File: src/hw/rtl/akd_pkg.sv
`timescale 1ns / 1ps
// akd_pkg: shared types, codes and lookup functions for the ansi key decoder
// used by akd_decode and ansi_key_sequence_decoder_core, no dependencies
package akd_pkg;

	localparam int FUNC_W  = 2;
	localparam int BYTE_W  = 8;
	localparam int KEY_W   = 6;
	localparam int CP_W    = 21;
	localparam int LEN_W   = 3;
	localparam int BYTES_W = 32;
	localparam int PHASE_W = 4;
	localparam int DIGIT_W = 3;
	localparam int MOD_W   = 2;

	// event kinds
	localparam logic [FUNC_W-1:0] FUNC_BYTE    = 2'd0;
	localparam logic [FUNC_W-1:0] FUNC_TIMEOUT = 2'd1;
	localparam logic [FUNC_W-1:0] FUNC_EOF     = 2'd2;
	localparam logic [FUNC_W-1:0] FUNC_NONE    = 2'd3;

	// parser phases
	localparam logic [PHASE_W-1:0] PH_IDLE      = 4'd0;
	localparam logic [PHASE_W-1:0] PH_ESC       = 4'd1;
	localparam logic [PHASE_W-1:0] PH_CSI       = 4'd2;
	localparam logic [PHASE_W-1:0] PH_CSI1      = 4'd3;
	localparam logic [PHASE_W-1:0] PH_CSI1_SEMI = 4'd4;
	localparam logic [PHASE_W-1:0] PH_CSI1_MOD  = 4'd5;
	localparam logic [PHASE_W-1:0] PH_CSI_NUM   = 4'd6;
	localparam logic [PHASE_W-1:0] PH_ABSORB    = 4'd7;
	localparam logic [PHASE_W-1:0] PH_SS3       = 4'd8;
	localparam logic [PHASE_W-1:0] PH_UTF8      = 4'd9;

	// modifiers
	localparam logic [MOD_W-1:0] MOD_NONE  = 2'd0;
	localparam logic [MOD_W-1:0] MOD_SHIFT = 2'd1;
	localparam logic [MOD_W-1:0] MOD_CTRL  = 2'd2;

	// key codes
	localparam logic [KEY_W-1:0] KEY_NONE    = 6'd0;
	localparam logic [KEY_W-1:0] KEY_CHAR    = 6'd1;
	localparam logic [KEY_W-1:0] KEY_ENTER   = 6'd2;
	localparam logic [KEY_W-1:0] KEY_BKSP    = 6'd3;
	localparam logic [KEY_W-1:0] KEY_DEL     = 6'd4;
	localparam logic [KEY_W-1:0] KEY_LEFT    = 6'd5;
	localparam logic [KEY_W-1:0] KEY_RIGHT   = 6'd6;
	localparam logic [KEY_W-1:0] KEY_UP      = 6'd7;
	localparam logic [KEY_W-1:0] KEY_DOWN    = 6'd8;
	localparam logic [KEY_W-1:0] KEY_HOME    = 6'd9;
	localparam logic [KEY_W-1:0] KEY_END     = 6'd10;
	localparam logic [KEY_W-1:0] KEY_PGUP    = 6'd11;
	localparam logic [KEY_W-1:0] KEY_PGDN    = 6'd12;
	localparam logic [KEY_W-1:0] KEY_SLEFT   = 6'd13;
	localparam logic [KEY_W-1:0] KEY_SRIGHT  = 6'd14;
	localparam logic [KEY_W-1:0] KEY_CLEFT   = 6'd15;
	localparam logic [KEY_W-1:0] KEY_CRIGHT  = 6'd16;
	localparam logic [KEY_W-1:0] KEY_CTRL_A  = 6'd17;
	localparam logic [KEY_W-1:0] KEY_CTRL_B  = 6'd18;
	localparam logic [KEY_W-1:0] KEY_CTRL_C  = 6'd19;
	localparam logic [KEY_W-1:0] KEY_CTRL_D  = 6'd20;
	localparam logic [KEY_W-1:0] KEY_CTRL_E  = 6'd21;
	localparam logic [KEY_W-1:0] KEY_CTRL_F  = 6'd22;
	localparam logic [KEY_W-1:0] KEY_CTRL_K  = 6'd23;
	localparam logic [KEY_W-1:0] KEY_CTRL_L  = 6'd24;
	localparam logic [KEY_W-1:0] KEY_CTRL_N  = 6'd25;
	localparam logic [KEY_W-1:0] KEY_CTRL_P  = 6'd26;
	localparam logic [KEY_W-1:0] KEY_CTRL_R  = 6'd27;
	localparam logic [KEY_W-1:0] KEY_CTRL_T  = 6'd28;
	localparam logic [KEY_W-1:0] KEY_CTRL_U  = 6'd29;
	localparam logic [KEY_W-1:0] KEY_CTRL_W  = 6'd30;
	localparam logic [KEY_W-1:0] KEY_CTRL_Y  = 6'd31;
	localparam logic [KEY_W-1:0] KEY_TAB     = 6'd32;
	localparam logic [KEY_W-1:0] KEY_ESC     = 6'd33;
	localparam logic [KEY_W-1:0] KEY_EOF     = 6'd34;

	// bytes of interest
	localparam logic [BYTE_W-1:0] CH_ESC   = 8'h1B;
	localparam logic [BYTE_W-1:0] CH_LBRK  = 8'h5B;
	localparam logic [BYTE_W-1:0] CH_O     = 8'h4F;
	localparam logic [BYTE_W-1:0] CH_ONE   = 8'h31;
	localparam logic [BYTE_W-1:0] CH_TWO   = 8'h32;
	localparam logic [BYTE_W-1:0] CH_FIVE  = 8'h35;
	localparam logic [BYTE_W-1:0] CH_SIX   = 8'h36;
	localparam logic [BYTE_W-1:0] CH_SEMI  = 8'h3B;
	localparam logic [BYTE_W-1:0] CH_TILDE = 8'h7E;
	localparam logic [BYTE_W-1:0] CH_A     = 8'h41;
	localparam logic [BYTE_W-1:0] CH_B     = 8'h42;
	localparam logic [BYTE_W-1:0] CH_C     = 8'h43;
	localparam logic [BYTE_W-1:0] CH_D     = 8'h44;
	localparam logic [BYTE_W-1:0] CH_F     = 8'h46;
	localparam logic [BYTE_W-1:0] CH_H     = 8'h48;

	typedef struct packed {
		logic [PHASE_W-1:0] phase;
		logic [DIGIT_W-1:0] digit;
		logic [MOD_W-1:0]   modifier;
		logic [BYTES_W-1:0] gathered;
		logic [LEN_W-1:0]   seq_len;
		logic [LEN_W-1:0]   count;
	} akd_state_t;

	typedef struct packed {
		logic [KEY_W-1:0]   key_code;
		logic [CP_W-1:0]    codepoint;
		logic [LEN_W-1:0]   char_len;
		logic [BYTES_W-1:0] char_bytes;
	} akd_result_t;

	localparam akd_state_t STATE_RESET = '{
		phase: PH_IDLE, digit: '0, modifier: MOD_NONE,
		gathered: '0, seq_len: '0, count: '0};

	function automatic logic [KEY_W-1:0] final_key(input logic [BYTE_W-1:0] c);
		logic [KEY_W-1:0] k;
		case (c)
			CH_A:    k = KEY_UP;
			CH_B:    k = KEY_DOWN;
			CH_C:    k = KEY_RIGHT;
			CH_D:    k = KEY_LEFT;
			CH_H:    k = KEY_HOME;
			CH_F:    k = KEY_END;
			default: k = KEY_NONE;
		endcase
		return k;
	endfunction

	function automatic logic [KEY_W-1:0] control_key(input logic [BYTE_W-1:0] c);
		logic [KEY_W-1:0] k;
		case (c)
			8'h0D, 8'h0A: k = KEY_ENTER;
			8'h7F, 8'h08: k = KEY_BKSP;
			8'h09:        k = KEY_TAB;
			8'h01:        k = KEY_CTRL_A;
			8'h02:        k = KEY_CTRL_B;
			8'h03:        k = KEY_CTRL_C;
			8'h04:        k = KEY_CTRL_D;
			8'h05:        k = KEY_CTRL_E;
			8'h06:        k = KEY_CTRL_F;
			8'h0B:        k = KEY_CTRL_K;
			8'h0C:        k = KEY_CTRL_L;
			8'h0E:        k = KEY_CTRL_N;
			8'h10:        k = KEY_CTRL_P;
			8'h12:        k = KEY_CTRL_R;
			8'h14:        k = KEY_CTRL_T;
			8'h15:        k = KEY_CTRL_U;
			8'h17:        k = KEY_CTRL_W;
			8'h19:        k = KEY_CTRL_Y;
			default:      k = KEY_NONE;
		endcase
		return k;
	endfunction

	function automatic logic [LEN_W-1:0] seq_len_of(input logic [BYTE_W-1:0] c);
		logic [LEN_W-1:0] n;
		if (c[7] == 1'b0)
			n = 3'd1;
		else if ((c & 8'hE0) == 8'hC0)
			n = 3'd2;
		else if ((c & 8'hF0) == 8'hE0)
			n = 3'd3;
		else if ((c & 8'hF8) == 8'hF0)
			n = 3'd4;
		else
			n = 3'd1;
		return n;
	endfunction

	function automatic logic [CP_W-1:0] decode_cp(input logic [BYTES_W-1:0] bytes,
		input logic [LEN_W-1:0] len);
		logic [7:0]    b0;
		logic [5:0]    b1;
		logic [5:0]    b2;
		logic [5:0]    b3;
		logic [CP_W-1:0] cp;
		b0 = bytes[7:0];
		b1 = bytes[13:8];
		b2 = bytes[21:16];
		b3 = bytes[29:24];
		case (len)
			3'd2:    cp = {10'd0, b0[4:0], b1};
			3'd3:    cp = {5'd0, b0[3:0], b1, b2};
			3'd4:    cp = {b0[2:0], b1, b2, b3};
			default: cp = {13'd0, b0};
		endcase
		return cp;
	endfunction

endpackage

File: src/hw/rtl/akd_decode.sv
`timescale 1ns / 1ps
// akd_decode: next-state and result logic for one terminal input event
// depends on akd_pkg
module akd_decode (
	input  akd_pkg::akd_state_t          state_q,
	input  logic [akd_pkg::FUNC_W-1:0]   func,
	input  logic [akd_pkg::BYTE_W-1:0]   byte_in,
	output akd_pkg::akd_state_t          state_d,
	output logic                         emit,
	output akd_pkg::akd_result_t         result
);
	import akd_pkg::*;

	logic              no_byte;
	logic              is_letter;
	logic [KEY_W-1:0]  ctl_k;
	logic [KEY_W-1:0]  fin_k;
	logic [LEN_W-1:0]  first_len;
	logic [BYTES_W-1:0] merged;
	logic [LEN_W-1:0]  count_inc;

	assign no_byte   = (func != FUNC_BYTE);
	assign is_letter = (byte_in inside {[8'h41:8'h5A], [8'h61:8'h7A]});
	assign ctl_k     = control_key(byte_in);
	assign fin_k     = no_byte ? KEY_NONE : final_key(byte_in);
	assign first_len = seq_len_of(byte_in);
	assign count_inc = state_q.count + 3'd1;

	// place the new continuation byte at the gathered position
	always_comb begin
		merged = state_q.gathered;
		case (state_q.count)
			3'd1:    merged[15:8]  = byte_in;
			3'd2:    merged[23:16] = byte_in;
			3'd3:    merged[31:24] = byte_in;
			default: merged[7:0]   = state_q.gathered[7:0] | byte_in;
		endcase
	end

	always_comb begin
		state_d = state_q;
		emit    = 1'b0;
		result  = '{key_code: KEY_NONE, codepoint: '0, char_len: '0, char_bytes: '0};
		if (func != FUNC_NONE) begin
			case (state_q.phase)
				PH_IDLE: begin
					if (func == FUNC_EOF) begin
						emit = 1'b1;
						result.key_code = KEY_EOF;
					end else if (func == FUNC_BYTE) begin
						if (byte_in == CH_ESC) begin
							state_d.phase = PH_ESC;
						end else if (ctl_k != KEY_NONE) begin
							emit = 1'b1;
							result.key_code = ctl_k;
						end else if (first_len == 3'd1) begin
							emit = 1'b1;
							result.key_code   = KEY_CHAR;
							result.codepoint  = {13'd0, byte_in};
							result.char_len   = 3'd1;
							result.char_bytes = {24'd0, byte_in};
						end else begin
							state_d.phase    = PH_UTF8;
							state_d.gathered = {24'd0, byte_in};
							state_d.seq_len  = first_len;
							state_d.count    = 3'd1;
						end
					end
				end
				PH_UTF8: begin
					if (func == FUNC_EOF) begin
						emit = 1'b1;
						state_d = STATE_RESET;
						result.key_code   = KEY_CHAR;
						result.codepoint  = decode_cp(state_q.gathered, state_q.seq_len);
						result.char_len   = state_q.seq_len;
						result.char_bytes = state_q.gathered;
					end else if (func == FUNC_BYTE) begin
						if (count_inc >= state_q.seq_len) begin
							emit = 1'b1;
							state_d = STATE_RESET;
							result.key_code   = KEY_CHAR;
							result.codepoint  = decode_cp(merged, state_q.seq_len);
							result.char_len   = state_q.seq_len;
							result.char_bytes = merged;
						end else begin
							state_d.gathered = merged;
							state_d.count    = count_inc;
						end
					end
				end
				PH_ESC: begin
					if (!no_byte && byte_in == CH_LBRK) begin
						state_d.phase = PH_CSI;
					end else if (!no_byte && byte_in == CH_O) begin
						state_d.phase = PH_SS3;
					end else begin
						emit = 1'b1;
						state_d = STATE_RESET;
						result.key_code = KEY_ESC;
					end
				end
				PH_CSI: begin
					if (no_byte) begin
						emit = 1'b1;
						state_d = STATE_RESET;
						result.key_code = KEY_ESC;
					end else if (fin_k != KEY_NONE) begin
						emit = 1'b1;
						state_d = STATE_RESET;
						result.key_code = fin_k;
					end else if (byte_in == CH_ONE) begin
						state_d.phase = PH_CSI1;
					end else if (byte_in >= CH_TWO && byte_in <= CH_SIX) begin
						state_d.phase = PH_CSI_NUM;
						state_d.digit = byte_in[DIGIT_W-1:0];
					end else begin
						state_d.phase = PH_ABSORB;
					end
				end
				PH_CSI1: begin
					if (!no_byte && byte_in == CH_SEMI) begin
						state_d.phase = PH_CSI1_SEMI;
					end else begin
						emit = 1'b1;
						state_d = STATE_RESET;
						result.key_code = (!no_byte && byte_in == CH_TILDE) ? KEY_HOME : KEY_NONE;
					end
				end
				PH_CSI1_SEMI: begin
					state_d.phase = PH_CSI1_MOD;
					if (!no_byte && byte_in == CH_TWO)
						state_d.modifier = MOD_SHIFT;
					else if (!no_byte && byte_in == CH_FIVE)
						state_d.modifier = MOD_CTRL;
					else
						state_d.modifier = MOD_NONE;
				end
				PH_CSI1_MOD: begin
					emit = 1'b1;
					state_d = STATE_RESET;
					if (!no_byte && state_q.modifier == MOD_SHIFT) begin
						case (byte_in)
							CH_D:    result.key_code = KEY_SLEFT;
							CH_C:    result.key_code = KEY_SRIGHT;
							CH_A:    result.key_code = KEY_UP;
							CH_B:    result.key_code = KEY_DOWN;
							default: result.key_code = KEY_NONE;
						endcase
					end else if (!no_byte && state_q.modifier == MOD_CTRL) begin
						case (byte_in)
							CH_D:    result.key_code = KEY_CLEFT;
							CH_C:    result.key_code = KEY_CRIGHT;
							default: result.key_code = KEY_NONE;
						endcase
					end
				end
				PH_CSI_NUM: begin
					if (!no_byte && byte_in == CH_TILDE && state_q.digit >= 3'd3) begin
						emit = 1'b1;
						state_d = STATE_RESET;
						case (state_q.digit)
							3'd3:    result.key_code = KEY_DEL;
							3'd4:    result.key_code = KEY_END;
							3'd5:    result.key_code = KEY_PGUP;
							default: result.key_code = KEY_PGDN;
						endcase
					end else begin
						state_d.digit = '0;
						state_d.phase = PH_ABSORB;
					end
				end
				PH_ABSORB: begin
					if (no_byte || is_letter || byte_in == CH_TILDE) begin
						emit = 1'b1;
						state_d = STATE_RESET;
					end
				end
				PH_SS3: begin
					emit = 1'b1;
					state_d = STATE_RESET;
					result.key_code = fin_k;
				end
				default: begin
					state_d = STATE_RESET;
				end
			endcase
		end
	end

endmodule

File: src/hw/rtl/ansi_key_sequence_decoder_core.sv
`timescale 1ns / 1ps
// ansi_key_sequence_decoder_core: terminal event stream to key codes and utf-8 characters
// depends on akd_pkg and akd_decode
//
//   channel | handshake            | payload
//   --------+----------------------+-------------------------------------------------
//   in      | in_valid, in_stall   | func, byte_in
//   out     | out_valid, out_stall | key_code, codepoint, char_len, char_bytes
//
// one event per cycle unless in_stall; a key's result is registered in the output queue
// the parser state is decoded and updated in the cycle the event is taken
// results sit in a two-entry output queue; in_stall rises only when it is full
// after arst_n the parser is idle and the queue empty
module ansi_key_sequence_decoder_core (
	input  logic                          clk,
	input  logic                          arst_n,
	input  logic                          in_valid,
	output logic                          in_stall,
	input  logic [akd_pkg::FUNC_W-1:0]    func,
	input  logic [akd_pkg::BYTE_W-1:0]    byte_in,
	output logic                          out_valid,
	input  logic                          out_stall,
	output logic [akd_pkg::KEY_W-1:0]     key_code,
	output logic [akd_pkg::CP_W-1:0]      codepoint,
	output logic [akd_pkg::LEN_W-1:0]     char_len,
	output logic [akd_pkg::BYTES_W-1:0]   char_bytes
);
	import akd_pkg::*;

	localparam logic [1:0] QUEUE_FULL = 2'd2;

	akd_state_t  state_q;
	akd_state_t  state_d;
	akd_result_t res;
	akd_result_t head_q;
	akd_result_t tail_q;
	logic        emit;
	logic [1:0]  cnt_q;
	logic        accept;
	logic        push;
	logic        pop;

	akd_decode u_decode (
		.state_q (state_q),
		.func    (func),
		.byte_in (byte_in),
		.state_d (state_d),
		.emit    (emit),
		.result  (res)
	);

	assign in_stall  = (cnt_q == QUEUE_FULL);
	assign accept    = in_valid && !in_stall;
	assign push      = accept && emit;
	assign out_valid = (cnt_q != 2'd0);
	assign pop       = out_valid && !out_stall;

	assign key_code   = head_q.key_code;
	assign codepoint  = head_q.codepoint;
	assign char_len   = head_q.char_len;
	assign char_bytes = head_q.char_bytes;

	always_ff @(posedge clk or negedge arst_n) begin
		if (!arst_n) begin
			state_q <= STATE_RESET;
			cnt_q   <= 2'd0;
		end else begin
			if (accept)
				state_q <= state_d;
			cnt_q <= cnt_q + {1'b0, push} - {1'b0, pop};
		end
	end

	// output queue payload
	always_ff @(posedge clk) begin
		if (pop) begin
			if (cnt_q == QUEUE_FULL)
				head_q <= tail_q;
			else if (push)
				head_q <= res;
		end else if (push) begin
			if (cnt_q == 2'd0)
				head_q <= res;
			else
				tail_q <= res;
		end
	end

endmodule

File: config.mk
export PLATFORM = sky130hd
export DESIGN_NAME = ansi_key_sequence_decoder_core
export DESIGN_NICKNAME = d
export VERILOG_FILES = /design/src/hw/rtl/akd_pkg.sv /design/src/hw/rtl/akd_decode.sv /design/src/hw/rtl/ansi_key_sequence_decoder_core.sv
export SDC_FILE = /design/constraint.sdc
export NUM_CORES = 1
export LEC_CHECK = 0
export BUFFER_PORTS_ARGS = -buffer_cell sky130_fd_sc_hd__buf_2
export CORE_ASPECT_RATIO = 0.6
export CORE_MARGIN = 5
export CORE_UTILIZATION = 43
export DETAILED_ROUTE_END_ITERATION = 16
export SLEW_MARGIN = 20
export SYNTH_ARGS = -nofsm -noshare
export SYNTH_HDL_FRONTEND = slang
export SYNTH_HIERARCHICAL = 1
export SYNTH_SLANG_ARGS = --single-unit
File: constraint.sdc
create_clock -name clk -period 8.57 [get_ports clk]
set_input_delay 1.714 -clock clk [delete_from_list [all_inputs] [get_ports clk]]
set_output_delay 1.714 -clock clk [all_outputs]
set_load 0.01 [all_outputs]
==> results.json <==
{
  "gr-usage-all-layers_pct": 23.5,
  "pre_cts_ws_ps": 2700,
  "met3_usage_pct": 7.73,
  "detail_route.wl_per_cell_um": 23.3,
  "power.density_nw_per_um2": 261,
  "worstSetupEndpointType": "register",
  "synth_top_cell_by_area": "edfxtp_1",
  "worst_min_delay_path_class": "register to register",
  "shortest_period_the_worst_path_allows_ps": 5450,
  "synthXorXnorAreaFrac_pct": 0.465,
  "worstHoldPathCells": 1,
  "ir_worst_vdd_uv": 107,
  "floorplan.rows": 46,
  "critical_path_arrival_ps": 5540,
  "hold_buffers": 0,
  "timing.critical_path.required_ps": 8660,
  "cts_post_setup_buffers_inserted": 0,
  "synthCells": 1117,
  "gp_routability_congestion": 0.963,
  "aggregate_negative_setup_slack_ps": 0,
  "final-setup-viol-count": 0,
  "cts_tree": "yes",
  "finalHoldViolations": 0,
  "final_core_util_pct": 47.8,
  "layout-area-overhead-vs-synth_pct": 10.5,
  "netlist.area_leader.share_pct": 32.9,
  "clk_pin_slew_ps": 60,
  "setup.worst_path.start": "byte_in[2]",
  "number_of_ports_placed_on_the_die_boundary": 78,
  "critical_path.top_delay_family": "compound AO/OA/AOI/OAI gates",
  "ys_warn_count": 6,
  "design_power_total_mw": 3.26,
  "yosys-top-cells-count": "edfxtp_1, nand2_1, mux2_2, nor2_1, a21oi_1",
  "global_route_layer_with_the_greatest_usage": "met1",
  "placeableCoreArea_um2": 26100,
  "final_worst_setup_slack_ps": 3120,
  "vias_per_inst": 6.31,
  "clkLatencyLatePin_ps": 430,
  "synthesis.area_um2": 11300,
  "synth_seq_area_share_pct": 43.8,
  "total_cts_buffers": 17,
  "leakage_power_nw": 4.60,
  "nNetsFinal": 1164,
  "first_global_vias": 8745,
  "yosys.cell_types.count": 93,
  "die_area_um2": 29700,
  "dr.first_iter.drc_count": 1261,
  "cts.sinks": 173,
  "cell_with_the_most_instances_after_synthesis": "edfxtp_1",
  "overflow": 0,
  "wirelength_um": 35200,
  "fin_crit_sh_pct": 63.6,
  "cts-root-buf": "clkbuf_16",
  "drcViolationCount": 0,
  "post-route-cell-area_um2": 12500,
  "placed_cells_incl_taps": 1482,
  "post-dp-hpwl_um": 23700,
  "first_pass_grt_wire_length_um": 54100,
  "kind_of_start_point_of_the_critical_path": "input pin",
  "grt_max_degree": 64,
  "synth_register_bits": 173,
  "cts-htree-levels": 4,
  "worst_hold_slack_ps": 545,
  "worstPathCellList": "buf_2 > buf_4 > and4b_1 > a21oi_1 > o31ai_1 > a2111oi_1 > nor4b_1 > o21ai_1 > nand2_1 > a21oi_1 > or2_2 > buf_4",
  "setup.reg_to_reg.worst_slack_ps": 3850,
  "synth_adder_area_share_pct": 0.996,
  "synth-compound-area-share_pct": 19.7,
  "synth-edff-count": 124,
  "initial_antenna_violation_count": 0,
  "min_delay_worst_endpoint": "char_bytes[17]",
  "maxSlewHeadroom_pct": 25.1,
  "skew_ps": 8.53,
  "synth_fp_nets": 1140,
  "post_cts_resize_count": 0,
  "layoutNonFillerInstCount": 1514,
  "synth_simple_gate_area_share_pct": 16.0,
  "cts_max_path_buffers": 2,
  "largest_family_of_logic_cells_by_synthesized_area": "compound AO/OA/AOI/OAI gates",
  "grtUsageMet1_pct": 37.8,
  "globalRouteMet2Util_pct": 30.4,
  "synth_mux_area_share_pct": 14.5,
  "route.vias.total": 9552,
  "slowest_delay_ps": 750,
  "port-buffer-count": 77,
  "worstSetupPathType": "input pin to register",
  "synth.avg_cell_area_um2": 10.1,
  "critical_path.reg2reg.endpoint": "char_bytes[25]",
  "final-max-slew-violation-count": 0,
  "drtPass1Iterations": 6,
  "die-height_um": 136,
  "floorplan.die.width_um": 219,
  "detail-route-antenna-nets": 0,
  "crit_path_max_delay_cell_type": "a2111oi_1",
  "yosys-top-cells-area": "edfxtp_1, dfrtp_1, mux2_2",
  "dpl-instance-area_um2": 11900,
  "rsz0062_at_grt": "false",
  "num_antenna_cells": 0,
  "min-delay-start": "tail_q[17]",
  "timing.critical_path.fanout_max": 45,
  "outcome": "finished, final reports clean",
  "fmax_mhz": 183,
  "regToRegStartpoint": "state_q[44]",
  "post_synth_top_flop": "edfxtp_1",
  "worst_r2r_path_depth": 10,
  "cp.buffers_inverters": 3,
  "initial_core_util_pct": 43.3,
  "worst-slew-pin-transition_ps": 1100,
  "maxCapViolCount": 0,
  "post_route_cells_drive_above_1_share_pct": 24.1,
  "asyncSetResetFlopFracSynth_pct": 28.3
}
[layout by cell type, fill, tap and decap left out, drive strengths merged, types with 7 or more instances in the layout]
cell type / netlist / routed
inv: 16 / 16
a211oi: 10 / 10
o22ai: 22 / 22
ha: 9 / 9
a2111oi: 8 / 8
dfrtp: 49 / 49
and2: 8 / 8
o21ai: 66 / 66
nand3: 30 / 30
mux2i: 22 / 22
a211o: 8 / 8
nand2: 120 / 120
edfxtp: 124 / 124
a32oi: 13 / 13
a22o: 22 / 22
buf: 32 / 102
nor2: 74 / 74
mux2: 116 / 116
o211ai: 8 / 8
a31oi: 21 / 21
nor2b: 16 / 16
nand2b: 11 / 11
nor3: 33 / 33
or3: 7 / 7
clkbuf: 65 / 22
a22oi: 23 / 23
a21oi: 65 / 65
[sequential cells by signal, summed over array words and instances (netlist names)]
name and flops:
char_len 3, state_q 47, key_code 6, tail_q 62, char_bytes 32, cnt_q 2, codepoint 21
[logic make-up (layout without fill, tap and decap cells)]
| group | count (synthesis) | after routing |
|---|---|---|
| adders and majority gates | 9 | 9 |
| xor gates and xnor gates | 6 | 6 |
| buffers and inverters | 115 | 152 |
| AOI/OAI and AO/OA | 323 | 323 |
| DFF | 173 | 173 |
| muxes | 138 | 138 |
| and+or+nand+nor | 353 | 353 |
[worst max-delay path by stage]
stage                           endpoint  cells past startpoint  slack, ps
after detailed placement  char_bytes[25]                     12       2700
after CTS                 char_bytes[29]                     12       3140
after floorplan                tail_q[0]                     10       2220
final                     char_bytes[25]                     12       3120
after global placement    char_bytes[30]                     12       2810
after global routing      char_bytes[21]                     12       2790
[worst register-to-register path: stages, from the launching register on]
cell and delay (ps):
dfrtp_1 680, or4b_2 770, a21oi_1 150, o31ai_1 100
a2111oi_1 750, nor4b_1 180, o21ai_1 310, nand2_1 160
a21oi_1 130, or2_2 620, buf_4 500
[per-layer routing]
| layer | up-vias | part of all wire [%] |
|---|---|---|
| met4 | 0 | 0.92 |
| met1 | 4666 | 48 |
| met2 | 519 | 39 |
| met5 | - | 0 |
| met3 | 38 | 12 |
| li1 | 4329 | - |
[final cells by class]
| cell class | instances | area [um^2] |
|---|---|---|
| inverter | 18 | 67.6 |
| sequential | 173 | 4950 |
| fill | 2470 | 13600 |
| clock buffer | 22 | 454 |
| tap | 360 | 450 |
| multi-input combinational | 829 | 5880 |
| clock inverter | 10 | 120 |
| timing repair buffer | 102 | 573 |
[report_power, final]
group	switching, mW	total, mW	internal [mW]
clock	0.324	0.762	0.437
combinational	0.798	1.28	0.484
sequential	0.122	1.22	1.10
total	1.24	3.26	2.02
Power figures use the tool's default switching activity.
